<file path="src/rtl/es2c_pkg.sv">
// Shared types, constants and tables for the epoch seconds to calendar converter.
package es2c_pkg;

    localparam int UNIT_W = 32;

    localparam logic [UNIT_W-1:0] SECS_PER_DAY  = 32'd86400;
    localparam logic [UNIT_W-1:0] SECS_PER_HOUR = 32'd3600;
    localparam logic [UNIT_W-1:0] SECS_PER_MIN  = 32'd60;
    localparam logic [UNIT_W-1:0] DAYS_LEAP     = 32'd366;
    localparam logic [UNIT_W-1:0] DAYS_COMMON   = 32'd365;
    localparam logic [UNIT_W-1:0] DAYS_PER_WEEK = 32'd7;
    // first second after 2099-12-31 23:59:59
    localparam logic [UNIT_W-1:0] END_SECS      = 32'd4102444800;

    localparam logic [11:0] FIRST_YEAR   = 12'd1970;
    localparam logic [11:0] CENTURY_BASE = 12'd1900;
    localparam logic [3:0]  LAST_MONTH   = 4'd11;

    typedef struct packed {
        logic [2:0]  weekday;
        logic [5:0]  seconds;
        logic [5:0]  minutes;
        logic [4:0]  hours;
        logic [4:0]  cal_day;
        logic [3:0]  cal_month;
        logic [11:0] cal_year;
        logic        beyond_range;
    } cal_result_t;

    // month is zero based
    function automatic logic [8:0] month_len(input logic [3:0] month, input logic leap);
        logic [8:0] len;
        begin
            case (month)
                4'd1:                      len = leap ? 9'd29 : 9'd28;
                4'd3, 4'd5, 4'd8, 4'd10:   len = 9'd30;
                default:                   len = 9'd31;
            endcase
            return len;
        end
    endfunction

    function automatic logic [2:0] month_corr(input logic [3:0] month);
        logic [2:0] c;
        begin
            case (month)
                4'd0:    c = 3'd0;
                4'd1:    c = 3'd3;
                4'd2:    c = 3'd3;
                4'd3:    c = 3'd6;
                4'd4:    c = 3'd1;
                4'd5:    c = 3'd4;
                4'd6:    c = 3'd6;
                4'd7:    c = 3'd2;
                4'd8:    c = 3'd5;
                4'd9:    c = 3'd0;
                4'd10:   c = 3'd3;
                4'd11:   c = 3'd5;
                default: c = 3'd0;
            endcase
            return c;
        end
    endfunction

endpackage

</file>
<file path="src/rtl/epoch_seconds_to_calendar.sv">
// Top level: stream ports, output register and the conversion sequencer.
//
// Converts a 32-bit count of seconds since 1970-01-01 00:00:00 into the
// Gregorian date, time of day and weekday (0 is Sunday), valid for 1970..2099.
// Input word on s_axis_*, one result word on m_axis_* for every input word.
// A count after the end of 2099 returns m_axis_tuser = 1 with all tdata fields 0.
//
// The sequencer runs the range check, the divisions and the walks through
// one 32-bit compare/subtract unit, with a separate adder for the weekday sum:
// 16 steps for the day split, 5 for hours, 6 for minutes, one step per
// elapsed year and per elapsed month plus a closing step for each walk,
// 7 for the weekday, then the result passes into the output register; an
// out-of-range count skips straight to that hand-over. s_axis_tready is high
// only while the sequencer is idle, so the next word is not taken until the
// previous result has been handed to the output register.
//
// The finished word sits in an output register, so the sequencer accepts the
// next input while m_axis is stalled; it holds its result until that register
// frees. Reset empties the output register and returns the sequencer to idle.
module epoch_seconds_to_calendar (
    input  logic        clk,
    input  logic        rst_n,
    input  logic        s_axis_tvalid,
    output logic        s_axis_tready,
    input  logic [31:0] s_axis_tdata,   // [31:0] epoch_seconds
    output logic        m_axis_tvalid,
    input  logic        m_axis_tready,
    // [11:0] cal_year, [15:12] cal_month, [20:16] cal_day, [25:21] hours,
    // [31:26] minutes, [37:32] seconds, [40:38] weekday, [47:41] zero
    output logic [47:0] m_axis_tdata,
    output logic        m_axis_tuser    // [0] beyond_range
);
    import es2c_pkg::*;

    logic        idle;
    logic        res_valid;
    logic        res_take;
    cal_result_t res;

    logic        out_valid_reg;
    logic        out_valid_next;
    cal_result_t out_reg;

    es2c_ctrl u_ctrl (
        .clk       (clk),
        .rst_n     (rst_n),
        .start     (s_axis_tvalid && idle),
        .secs_in   (s_axis_tdata),
        .idle      (idle),
        .res_valid (res_valid),
        .res_take  (res_take),
        .res       (res)
    );

    assign res_take = res_valid && (!out_valid_reg || m_axis_tready);

    always_comb
    begin
        if (res_take)
            out_valid_next = 1'b1;
        else if (m_axis_tready)
            out_valid_next = 1'b0;
        else
            out_valid_next = out_valid_reg;
    end

    always_ff @(posedge clk or negedge rst_n)
    begin
        if (!rst_n)
        begin
            out_valid_reg <= 1'b0;
            out_reg       <= '0;
        end
        else
        begin
            out_valid_reg <= out_valid_next;
            if (res_take)
                out_reg <= res;
        end
    end

    assign s_axis_tready = idle;
    assign m_axis_tvalid = out_valid_reg;
    assign m_axis_tuser  = out_reg.beyond_range;
    assign m_axis_tdata  = {7'b0, out_reg.weekday, out_reg.seconds, out_reg.minutes,
                            out_reg.hours, out_reg.cal_day, out_reg.cal_month,
                            out_reg.cal_year};

endmodule

</file>
<file path="src/rtl/es2c_sub.sv">
// Compare and subtract unit shared by the range check, division and walk steps of the sequencer.
module es2c_sub (
    input  logic [es2c_pkg::UNIT_W-1:0] a,
    input  logic [es2c_pkg::UNIT_W-1:0] b,
    output logic                        ge,
    output logic [es2c_pkg::UNIT_W-1:0] diff
);
    import es2c_pkg::*;

    logic [UNIT_W:0] wide_diff;

    assign wide_diff = {1'b0, a} - {1'b0, b};
    assign ge        = ~wide_diff[UNIT_W];
    assign diff      = wide_diff[UNIT_W-1:0];

endmodule

</file>
<file path="src/rtl/es2c_ctrl.sv">
// Sequencer that runs the conversion through the shared compare/subtract unit.
module es2c_ctrl (
    input  logic                        clk,
    input  logic                        rst_n,
    input  logic                        start,
    input  logic [es2c_pkg::UNIT_W-1:0] secs_in,
    output logic                        idle,
    output logic                        res_valid,
    input  logic                        res_take,
    output es2c_pkg::cal_result_t       res
);
    import es2c_pkg::*;

    typedef enum logic [3:0] {
        ST_IDLE,
        ST_DAY,
        ST_HOUR,
        ST_MIN,
        ST_YEAR,
        ST_MONTH,
        ST_WSUM,
        ST_WMOD,
        ST_DONE
    } state_t;

    state_t             state_reg;
    logic [UNIT_W-1:0]  acc_reg;
    logic [15:0]        quot_reg;
    logic [15:0]        days_reg;
    logic [3:0]         cnt_reg;
    logic [11:0]        year_reg;
    logic [3:0]         month_reg;
    cal_result_t        res_reg;

    logic [UNIT_W-1:0]  unit_a;
    logic [UNIT_W-1:0]  unit_b;
    logic               unit_ge;
    logic [UNIT_W-1:0]  unit_diff;
    logic [UNIT_W-1:0]  rem_next;
    logic [15:0]        quot_next;
    logic               leap;
    logic [7:0]         yl;
    logic [5:0]         day_num;
    logic [8:0]         wsum;

    // 2000 is a leap year, 2100 is never reached
    assign leap = (year_reg[1:0] == 2'b00);

    always_comb
    begin
        unit_a = (state_reg == ST_IDLE) ? secs_in : acc_reg;
        case (state_reg)
            ST_IDLE:  unit_b = END_SECS;
            ST_DAY:   unit_b = SECS_PER_DAY << cnt_reg;
            ST_HOUR:  unit_b = SECS_PER_HOUR << cnt_reg;
            ST_MIN:   unit_b = SECS_PER_MIN << cnt_reg;
            ST_YEAR:  unit_b = leap ? DAYS_LEAP : DAYS_COMMON;
            ST_MONTH: unit_b = {{(UNIT_W-9){1'b0}}, month_len(month_reg, leap)};
            ST_WMOD:  unit_b = DAYS_PER_WEEK << cnt_reg;
            default:  unit_b = '0;
        endcase
    end

    es2c_sub u_sub (
        .a    (unit_a),
        .b    (unit_b),
        .ge   (unit_ge),
        .diff (unit_diff)
    );

    assign rem_next  = unit_ge ? unit_diff : acc_reg;
    assign quot_next = {quot_reg[14:0], unit_ge};

    // weekday sum: yl + yl/4 + day + correction, minus one for Jan/Feb of a leap year
    assign yl      = 8'(year_reg - CENTURY_BASE);
    assign day_num = {1'b0, acc_reg[4:0]} + 6'd1;
    assign wsum    = {1'b0, yl} + {3'b000, yl[7:2]} + {3'b000, day_num}
                   + {6'b0, month_corr(month_reg)}
                   - {8'b0, (yl[1:0] == 2'b00) && (month_reg < 4'd2)};

    always_ff @(posedge clk or negedge rst_n)
    begin
        if (!rst_n)
        begin
            state_reg <= ST_IDLE;
            acc_reg   <= '0;
            quot_reg  <= '0;
            days_reg  <= '0;
            cnt_reg   <= '0;
            year_reg  <= FIRST_YEAR;
            month_reg <= '0;
            res_reg   <= '0;
        end
        else
        begin
            unique case (state_reg)
                ST_IDLE:
                begin
                    if (start)
                    begin
                        if (unit_ge)
                        begin
                            res_reg   <= '{beyond_range: 1'b1, default: '0};
                            state_reg <= ST_DONE;
                        end
                        else
                        begin
                            acc_reg   <= secs_in;
                            quot_reg  <= '0;
                            cnt_reg   <= 4'd15;
                            state_reg <= ST_DAY;
                        end
                    end
                end
                ST_DAY:
                begin
                    acc_reg <= rem_next;
                    if (cnt_reg == 4'd0)
                    begin
                        days_reg  <= quot_next;
                        quot_reg  <= '0;
                        cnt_reg   <= 4'd4;
                        state_reg <= ST_HOUR;
                    end
                    else
                    begin
                        quot_reg <= quot_next;
                        cnt_reg  <= cnt_reg - 4'd1;
                    end
                end
                ST_HOUR:
                begin
                    acc_reg <= rem_next;
                    if (cnt_reg == 4'd0)
                    begin
                        res_reg.hours <= quot_next[4:0];
                        quot_reg      <= '0;
                        cnt_reg       <= 4'd5;
                        state_reg     <= ST_MIN;
                    end
                    else
                    begin
                        quot_reg <= quot_next;
                        cnt_reg  <= cnt_reg - 4'd1;
                    end
                end
                ST_MIN:
                begin
                    if (cnt_reg == 4'd0)
                    begin
                        res_reg.minutes <= quot_next[5:0];
                        res_reg.seconds <= rem_next[5:0];
                        acc_reg         <= {{(UNIT_W-16){1'b0}}, days_reg};
                        year_reg        <= FIRST_YEAR;
                        state_reg       <= ST_YEAR;
                    end
                    else
                    begin
                        acc_reg  <= rem_next;
                        quot_reg <= quot_next;
                        cnt_reg  <= cnt_reg - 4'd1;
                    end
                end
                ST_YEAR:
                begin
                    if (unit_ge)
                    begin
                        acc_reg  <= unit_diff;
                        year_reg <= year_reg + 12'd1;
                    end
                    else
                    begin
                        month_reg <= '0;
                        state_reg <= ST_MONTH;
                    end
                end
                ST_MONTH:
                begin
                    // December takes whatever is left
                    if (unit_ge && (month_reg != LAST_MONTH))
                    begin
                        acc_reg   <= unit_diff;
                        month_reg <= month_reg + 4'd1;
                    end
                    else
                    begin
                        state_reg <= ST_WSUM;
                    end
                end
                ST_WSUM:
                begin
                    res_reg.cal_year  <= year_reg;
                    res_reg.cal_month <= month_reg + 4'd1;
                    res_reg.cal_day   <= day_num[4:0];
                    acc_reg           <= {{(UNIT_W-9){1'b0}}, wsum};
                    cnt_reg           <= 4'd5;
                    state_reg         <= ST_WMOD;
                end
                ST_WMOD:
                begin
                    acc_reg <= rem_next;
                    if (cnt_reg == 4'd0)
                    begin
                        res_reg.weekday      <= rem_next[2:0];
                        res_reg.beyond_range <= 1'b0;
                        state_reg            <= ST_DONE;
                    end
                    else
                    begin
                        cnt_reg <= cnt_reg - 4'd1;
                    end
                end
                ST_DONE:
                begin
                    if (res_take)
                    begin
                        state_reg <= ST_IDLE;
                    end
                end
                default:
                begin
                    state_reg <= ST_IDLE;
                end
            endcase
        end
    end

    assign idle      = (state_reg == ST_IDLE);
    assign res_valid = (state_reg == ST_DONE);
    assign res       = res_reg;

    a_year_bound: assert property (@(posedge clk) disable iff (!rst_n)
        state_reg == ST_YEAR |-> year_reg < 12'd2100)
        else $error("year walk ran past 2099");

    a_month_days: assert property (@(posedge clk) disable iff (!rst_n)
        state_reg == ST_MONTH |-> acc_reg < DAYS_LEAP)
        else $error("day of year out of range in month walk");

    a_wsum_bound: assert property (@(posedge clk) disable iff (!rst_n)
        state_reg == ST_WMOD |-> acc_reg < 32'd286)
        else $error("weekday sum out of range");

    a_time_fields: assert property (@(posedge clk) disable iff (!rst_n)
        res_valid && !res_reg.beyond_range |->
            res_reg.hours < 5'd24 && res_reg.minutes < 6'd60 && res_reg.seconds < 6'd60)
        else $error("time of day field out of range");

    a_take_done: assert property (@(posedge clk) disable iff (!rst_n)
        res_take |-> state_reg == ST_DONE)
        else $error("result taken while not done");

endmodule

</file>
<file path="config.mk">
export PLATFORM = sky130hd
export DESIGN_NAME = epoch_seconds_to_calendar
export DESIGN_NICKNAME = d
export VERILOG_FILES = /design/src/rtl/es2c_pkg.sv /design/src/rtl/epoch_seconds_to_calendar.sv /design/src/rtl/es2c_sub.sv /design/src/rtl/es2c_ctrl.sv
export SDC_FILE = /design/constraint.sdc
export NUM_CORES = 1
export LEC_CHECK = 0
export BUFFER_PORTS_ARGS = -buffer_cell sky130_fd_sc_hd__buf_2
export CAP_MARGIN = 20
export CORE_AREA = 5 5 214 133
export DETAILED_ROUTE_END_ITERATION = 8
export DIE_AREA = 0 0 219 138
export PLACE_DENSITY = 0.66
export SYNTH_ARGS = -nofsm -noshare
export SYNTH_HDL_FRONTEND = slang
export SYNTH_SLANG_ARGS = --single-unit
</file>
<file path="constraint.sdc">
create_clock -name clk -period 7.69 [get_ports clk]
set_clock_uncertainty 0.1 [all_clocks]
set_input_delay 0.3845 -clock clk [delete_from_list [all_inputs] [get_ports clk]]
set_output_delay 0.3845 -clock clk [all_outputs]
set_load 0.03 [all_outputs]
</file>
==> flow_results.xml <==
<?xml version="1.0" encoding="UTF-8"?>
<metrics>
  <group name="worst_hold_path">
    <metric name="holdPathStages" unit="">3</metric>
    <metric name="worstHoldPathType" unit="">primary input to flip-flop</metric>
  </group>
  <group name="status">
    <metric name="run_status" unit="">complete, no violations</metric>
  </group>
  <group name="layout">
    <metric name="final-instance-count-excl-fill" unit="">1677</metric>
    <metric name="num_antenna_cells" unit="">0</metric>
    <metric name="filler_cell_count" unit="">2530</metric>
    <metric name="flow.area_growth_from_synthesis" unit="%">9.87</metric>
    <metric name="layout-drive-gt1-share" unit="%">18.3</metric>
    <metric name="design.final.nets" unit="">1414</metric>
    <metric name="largest_register_ffs" unit="">42</metric>
  </group>
  <group name="sta">
    <metric name="timing.final.crit_period" unit="ps">6420</metric>
    <metric name="maxSlewHeadroom" unit="%">29.7</metric>
    <metric name="setup_tns" unit="ps">0</metric>
    <metric name="finalCritPeriodShare" unit="%">83.5</metric>
    <metric name="worst_hold_slack_after_final_layout" unit="ps">146</metric>
    <metric name="timing.fmax" unit="MHz">156</metric>
    <metric name="final_hold_viol_count" unit="">0</metric>
    <metric name="postLayoutSetupSlackWorst" unit="ps">1270</metric>
    <metric name="report.final.slew_viol_count" unit="">0</metric>
    <metric name="grt_setup_unrepaired" unit="">false</metric>
    <metric name="tightestPinTransition" unit="ps">1050</metric>
    <metric name="final-setup-viol-count" unit="">0</metric>
  </group>
  <group name="logic_synthesis">
    <metric name="ys.flop_type" unit="">sky130_fd_sc_hd__dfrtp_1</metric>
    <metric name="seq_area_frac_synth" unit="%">37.1</metric>
    <metric name="synth_cell_type_count" unit="">75</metric>
    <metric name="post_synth_fa_ha_maj_area_fraction" unit="%">8.60</metric>
    <metric name="post_synth_most_frequent_cells" unit="">165 x sky130_fd_sc_hd__dfrtp_1, 165 x sky130_fd_sc_hd__nand2_1, 89 x sky130_fd_sc_hd__mux2_2</metric>
    <metric name="post_synth_mux_area_share" unit="%">9.13</metric>
    <metric name="synth.yosys.warnings" unit="">0</metric>
    <metric name="xor_and_xnor_fraction_of_the_mapped_netlist_area" unit="%">3.91</metric>
    <metric name="synth.ff_latch_count" unit="">172</metric>
    <metric name="synth_simple_gate_area_share" unit="%">15.4</metric>
    <metric name="synth_edf_count" unit="">0</metric>
    <metric name="synth_top_cell_area_share" unit="%">35.5</metric>
    <metric name="synthesis.area_per_instance" unit="sq um">9.12</metric>
    <metric name="synth_area_leaders" unit="">sky130_fd_sc_hd__dfrtp_1 35%, sky130_fd_sc_hd__mux2_2 8.6%, sky130_fd_sc_hd__ha_1 6.9%, sky130_fd_sc_hd__nand2_1 5.3%, sky130_fd_sc_hd__a21oi_1 3.7%</metric>
    <metric name="netlist.top_cell.by_area" unit="">sky130_fd_sc_hd__dfrtp_1</metric>
    <metric name="netlist_area_pre_place" unit="sq um">11600</metric>
    <metric name="synth_compound_gate_area_share" unit="%">20.7</metric>
    <metric name="synthesis.instances" unit="">1276</metric>
    <metric name="main_combinational_cell_family_by_area_after_synthesis" unit="">compound AO/OA/AOI/OAI gates</metric>
    <metric name="synthArstFlopShare" unit="%">100</metric>
  </group>
  <group name="worst_setup_path">
    <metric name="cp_data_arrival_time" unit="ps">6690</metric>
    <metric name="critical_path.reg2reg.startpoint" unit="">u_ctrl.state_reg[0]</metric>
    <metric name="critical_path.startpoint" unit="">u_ctrl.state_reg[0]</metric>
    <metric name="path_common_cell" unit="">sky130_fd_sc_hd__o21ai_0</metric>
    <metric name="cp_slowest_stage_delay" unit="ps">1010</metric>
    <metric name="critical_r2r_capture" unit="">u_ctrl.acc_reg[3]</metric>
    <metric name="cp-endpoint" unit="">u_ctrl.acc_reg[3]</metric>
    <metric name="r2r.worst_path.cells" unit="">19</metric>
    <metric name="cp-end-kind" unit="">flip-flop</metric>
    <metric name="cp_num_buf_inv" unit="">2</metric>
    <metric name="cp_cell_sequence" unit="">inv_1 &gt; and3_1 &gt; nor2_1 &gt; nand2_1 &gt; mux2i_1 &gt; nand2_1 &gt; o21ai_0 &gt; a21oi_1 &gt; ha_1 &gt; a21oi_1 &gt; o21a_1 &gt; o41ai_2 &gt; o21ai_2 &gt; and2_1 &gt; buf_4 &gt; o21ai_4 &gt; a221o_1 &gt; o21ai_0 &gt; o21ai_0</metric>
    <metric name="r2r_slack" unit="ps">1270</metric>
    <metric name="cp_slowest_cell" unit="">sky130_fd_sc_hd__dfrtp_1</metric>
    <metric name="worst_ep_required_time" unit="ps">7950</metric>
    <metric name="worstSetupPathDepth" unit="">19</metric>
    <metric name="worstPathMaxFanout" unit="">28</metric>
    <metric name="cp_top_family" unit="">compound AO/OA/AOI/OAI gates</metric>
    <metric name="cp-start-kind" unit="">flip-flop</metric>
    <metric name="worst-setup-path-type" unit="">flip-flop to flip-flop</metric>
  </group>
  <group name="placed_design">
    <metric name="finalWeightedCongestion" unit="">0.935</metric>
    <metric name="place_inst" unit="">1644</metric>
    <metric name="dpl.hpwl" unit="um">24200</metric>
    <metric name="post_place_setup_slack" unit="ps">1490</metric>
    <metric name="port_buffers" unit="">79</metric>
  </group>
  <group name="drt">
    <metric name="vias" unit="">9965</metric>
    <metric name="totalWireLength" unit="um">32900</metric>
    <metric name="vias_per_cell" unit="">5.94</metric>
    <metric name="wl_per_cell" unit="um">19.6</metric>
    <metric name="antenna_violating_nets_post_route" unit="">0</metric>
    <metric name="drt_iter0_markers" unit="">1364</metric>
    <metric name="drt_first_pass_iters" unit="">7</metric>
    <metric name="remaining_drc_errors" unit="">0</metric>
  </group>
  <group name="global_routing">
    <metric name="number_of_global_route_vias_before_repair" unit="">9378</metric>
    <metric name="largest_net_degree_at_the_start_of_global_routing" unit="">100</metric>
    <metric name="grt_pass1_wl" unit="um">53400</metric>
    <metric name="antenna_found_initial" unit="">0</metric>
    <metric name="grt-ovfl-total" unit="">0</metric>
    <metric name="gr-usage-all-layers" unit="%">21.8</metric>
  </group>
  <group name="cts">
    <metric name="clock-sinks" unit="">172</metric>
    <metric name="max-clock-path-buffers" unit="">2</metric>
    <metric name="clk_root_buffer_cell" unit="">sky130_fd_sc_hd__clkbuf_16</metric>
    <metric name="cts.reportedPaths.clkPinSlew" unit="ps">70</metric>
    <metric name="numCtsBuffers" unit="">17</metric>
    <metric name="cts-htree-levels" unit="">4</metric>
    <metric name="clk-insertion-delay-late" unit="ps">450</metric>
    <metric name="cts_tree" unit="">done</metric>
    <metric name="post-cts-setup-buffer-count" unit="">0</metric>
  </group>
  <group name="die">
    <metric name="dieArea" unit="sq um">30200</metric>
    <metric name="die_w" unit="um">219</metric>
    <metric name="num_ports" unit="">87</metric>
    <metric name="core" unit="sq um">26100</metric>
    <metric name="dieHeight" unit="um">138</metric>
    <metric name="initial_utilization" unit="%">44.5</metric>
    <metric name="placement_rows" unit="">46</metric>
  </group>
  <group name="flow_run">
    <metric name="max_cap_violations" unit="">0</metric>
  </group>
</metrics>
stage by stage:
step / area [sq um] / utilization (%)
after global routing: 12800 / 48.9
after detailed placement: 12200 / 46.7
after global placement: 12200 / 46.7
after CTS: 12800 / 48.9
final: 12800 / 48.9
after floorplan: 11700 / -
layout make-up:
class / instances / area (sq um) / share of cell area, %
tap: 360 / 450 / 3.52
multi-input combinational: 976 / 6770 / 52.9
clock inverter: 10 / 119 / 0.930
clock buffer: 22 / 444 / 3.47
timing repair buffer: 95 / 537 / 4.20
sequential: 172 / 4310 / 33.7
inverter: 42 / 158 / 1.23
worst min-delay path by stage:
| stage | startpoint | to | slack [ps] |
|---|---|---|---|
| after floorplan | rst_n | m_axis_tdata[0] | -10 |
| after global placement | u_ctrl.acc_reg[9] | u_ctrl.acc_reg[9] | 360 |
| after detailed placement | u_ctrl.acc_reg[8] | u_ctrl.acc_reg[8] | 360 |
| after CTS | s_axis_tdata[12] | u_ctrl.acc_reg[12] | 130 |
| after global routing | s_axis_tdata[15] | u_ctrl.acc_reg[15] | 140 |
| final | s_axis_tdata[14] | u_ctrl.acc_reg[14] | 150 |
logic make-up (layout without fill, tap and decap cells):
kind of cell | Yosys count | in the layout
and+or+nand+nor | 388 | 388
AOI/OAI and AO/OA | 360 | 360
DFF | 172 | 172
buffers and inverters | 134 | 169
muxes | 95 | 95
adders and majority gates | 74 | 74
xor gates and xnor gates | 52 | 52
other | 1 | 7
worst register-to-register path: stages, from the launching register on:
cell	delay, ps
sky130_fd_sc_hd__dfrtp_1	1010
sky130_fd_sc_hd__inv_1	490
sky130_fd_sc_hd__and3_1	470
sky130_fd_sc_hd__nor2_1	370
sky130_fd_sc_hd__nand2_1	220
sky130_fd_sc_hd__mux2i_1	320
sky130_fd_sc_hd__nand2_1	90
sky130_fd_sc_hd__o21ai_0	90
sky130_fd_sc_hd__a21oi_1	130
sky130_fd_sc_hd__ha_1	430
sky130_fd_sc_hd__a21oi_1	150
sky130_fd_sc_hd__o21a_1	240
sky130_fd_sc_hd__o41ai_2	400
sky130_fd_sc_hd__o21ai_2	180
sky130_fd_sc_hd__and2_1	240
sky130_fd_sc_hd__buf_4	230
sky130_fd_sc_hd__o21ai_4	690
sky130_fd_sc_hd__a221o_1	280
sky130_fd_sc_hd__o21ai_0	70
sky130_fd_sc_hd__o21ai_0	150
layer usage:
layer | track usage [%] | part of all wire, % | up-vias
li1 | - | - | 4666
met1 | 35.4 | 50 | 4858
met2 | 28.5 | 40 | 402
met3 | 5.21 | 8.5 | 39
met4 | 5.05 | 1.5 | 0
met5 | 0 | 0 | -
cells in the final DEF (no fill, tap or decap), types with 6 or more instances in the layout:
cell type,Yosys,final
sky130_fd_sc_hd__o211ai_1,13,13
sky130_fd_sc_hd__dfrtp_1,165,165
sky130_fd_sc_hd__mux2_2,89,89
sky130_fd_sc_hd__o221ai_1,9,9
sky130_fd_sc_hd__o21ai_1,20,21
sky130_fd_sc_hd__or3_1,6,6
sky130_fd_sc_hd__a31oi_1,10,10
sky130_fd_sc_hd__xor2_1,31,31
sky130_fd_sc_hd__nor3_1,15,14
sky130_fd_sc_hd__nand2b_1,11,11
sky130_fd_sc_hd__a221oi_1,9,9
sky130_fd_sc_hd__nor2b_1,6,6
sky130_fd_sc_hd__clkbuf_16,0,17
sky130_fd_sc_hd__ha_1,64,64
sky130_fd_sc_hd__and3_1,18,18
sky130_fd_sc_hd__nand2_1,165,165
sky130_fd_sc_hd__a221o_1,7,7
sky130_fd_sc_hd__o21ai_0,72,71
sky130_fd_sc_hd__nand3b_1,6,6
sky130_fd_sc_hd__mux2i_1,6,6
sky130_fd_sc_hd__a21oi_1,86,86
sky130_fd_sc_hd__a222oi_1,10,10
sky130_fd_sc_hd__a22oi_1,12,12
sky130_fd_sc_hd__conb_1,1,7
sky130_fd_sc_hd__buf_4,9,14
sky130_fd_sc_hd__nor2_1,76,75
sky130_fd_sc_hd__or2_2,6,6
sky130_fd_sc_hd__o22ai_1,20,20
sky130_fd_sc_hd__a22o_1,19,19
sky130_fd_sc_hd__nand4_1,13,13
sky130_fd_sc_hd__o21a_1,8,8
sky130_fd_sc_hd__buf_2,19,78
sky130_fd_sc_hd__a21o_1,22,22
sky130_fd_sc_hd__inv_1,40,40
sky130_fd_sc_hd__nand3_1,41,40
sky130_fd_sc_hd__xnor2_1,21,21
sky130_fd_sc_hd__dfstp_2,7,7
sky130_fd_sc_hd__o31ai_1,8,8
sky130_fd_sc_hd__fa_1,10,10
timing repair:
action / CTS / global route
resized for setup: 0 / 0
endpoints found under the hold margin: 6 / 0
hold buffers: 1 / 0
Power is left out: the tool's default activity adds up to more than one toggle a clock period on the data nets, which glitch-free logic cannot reach.
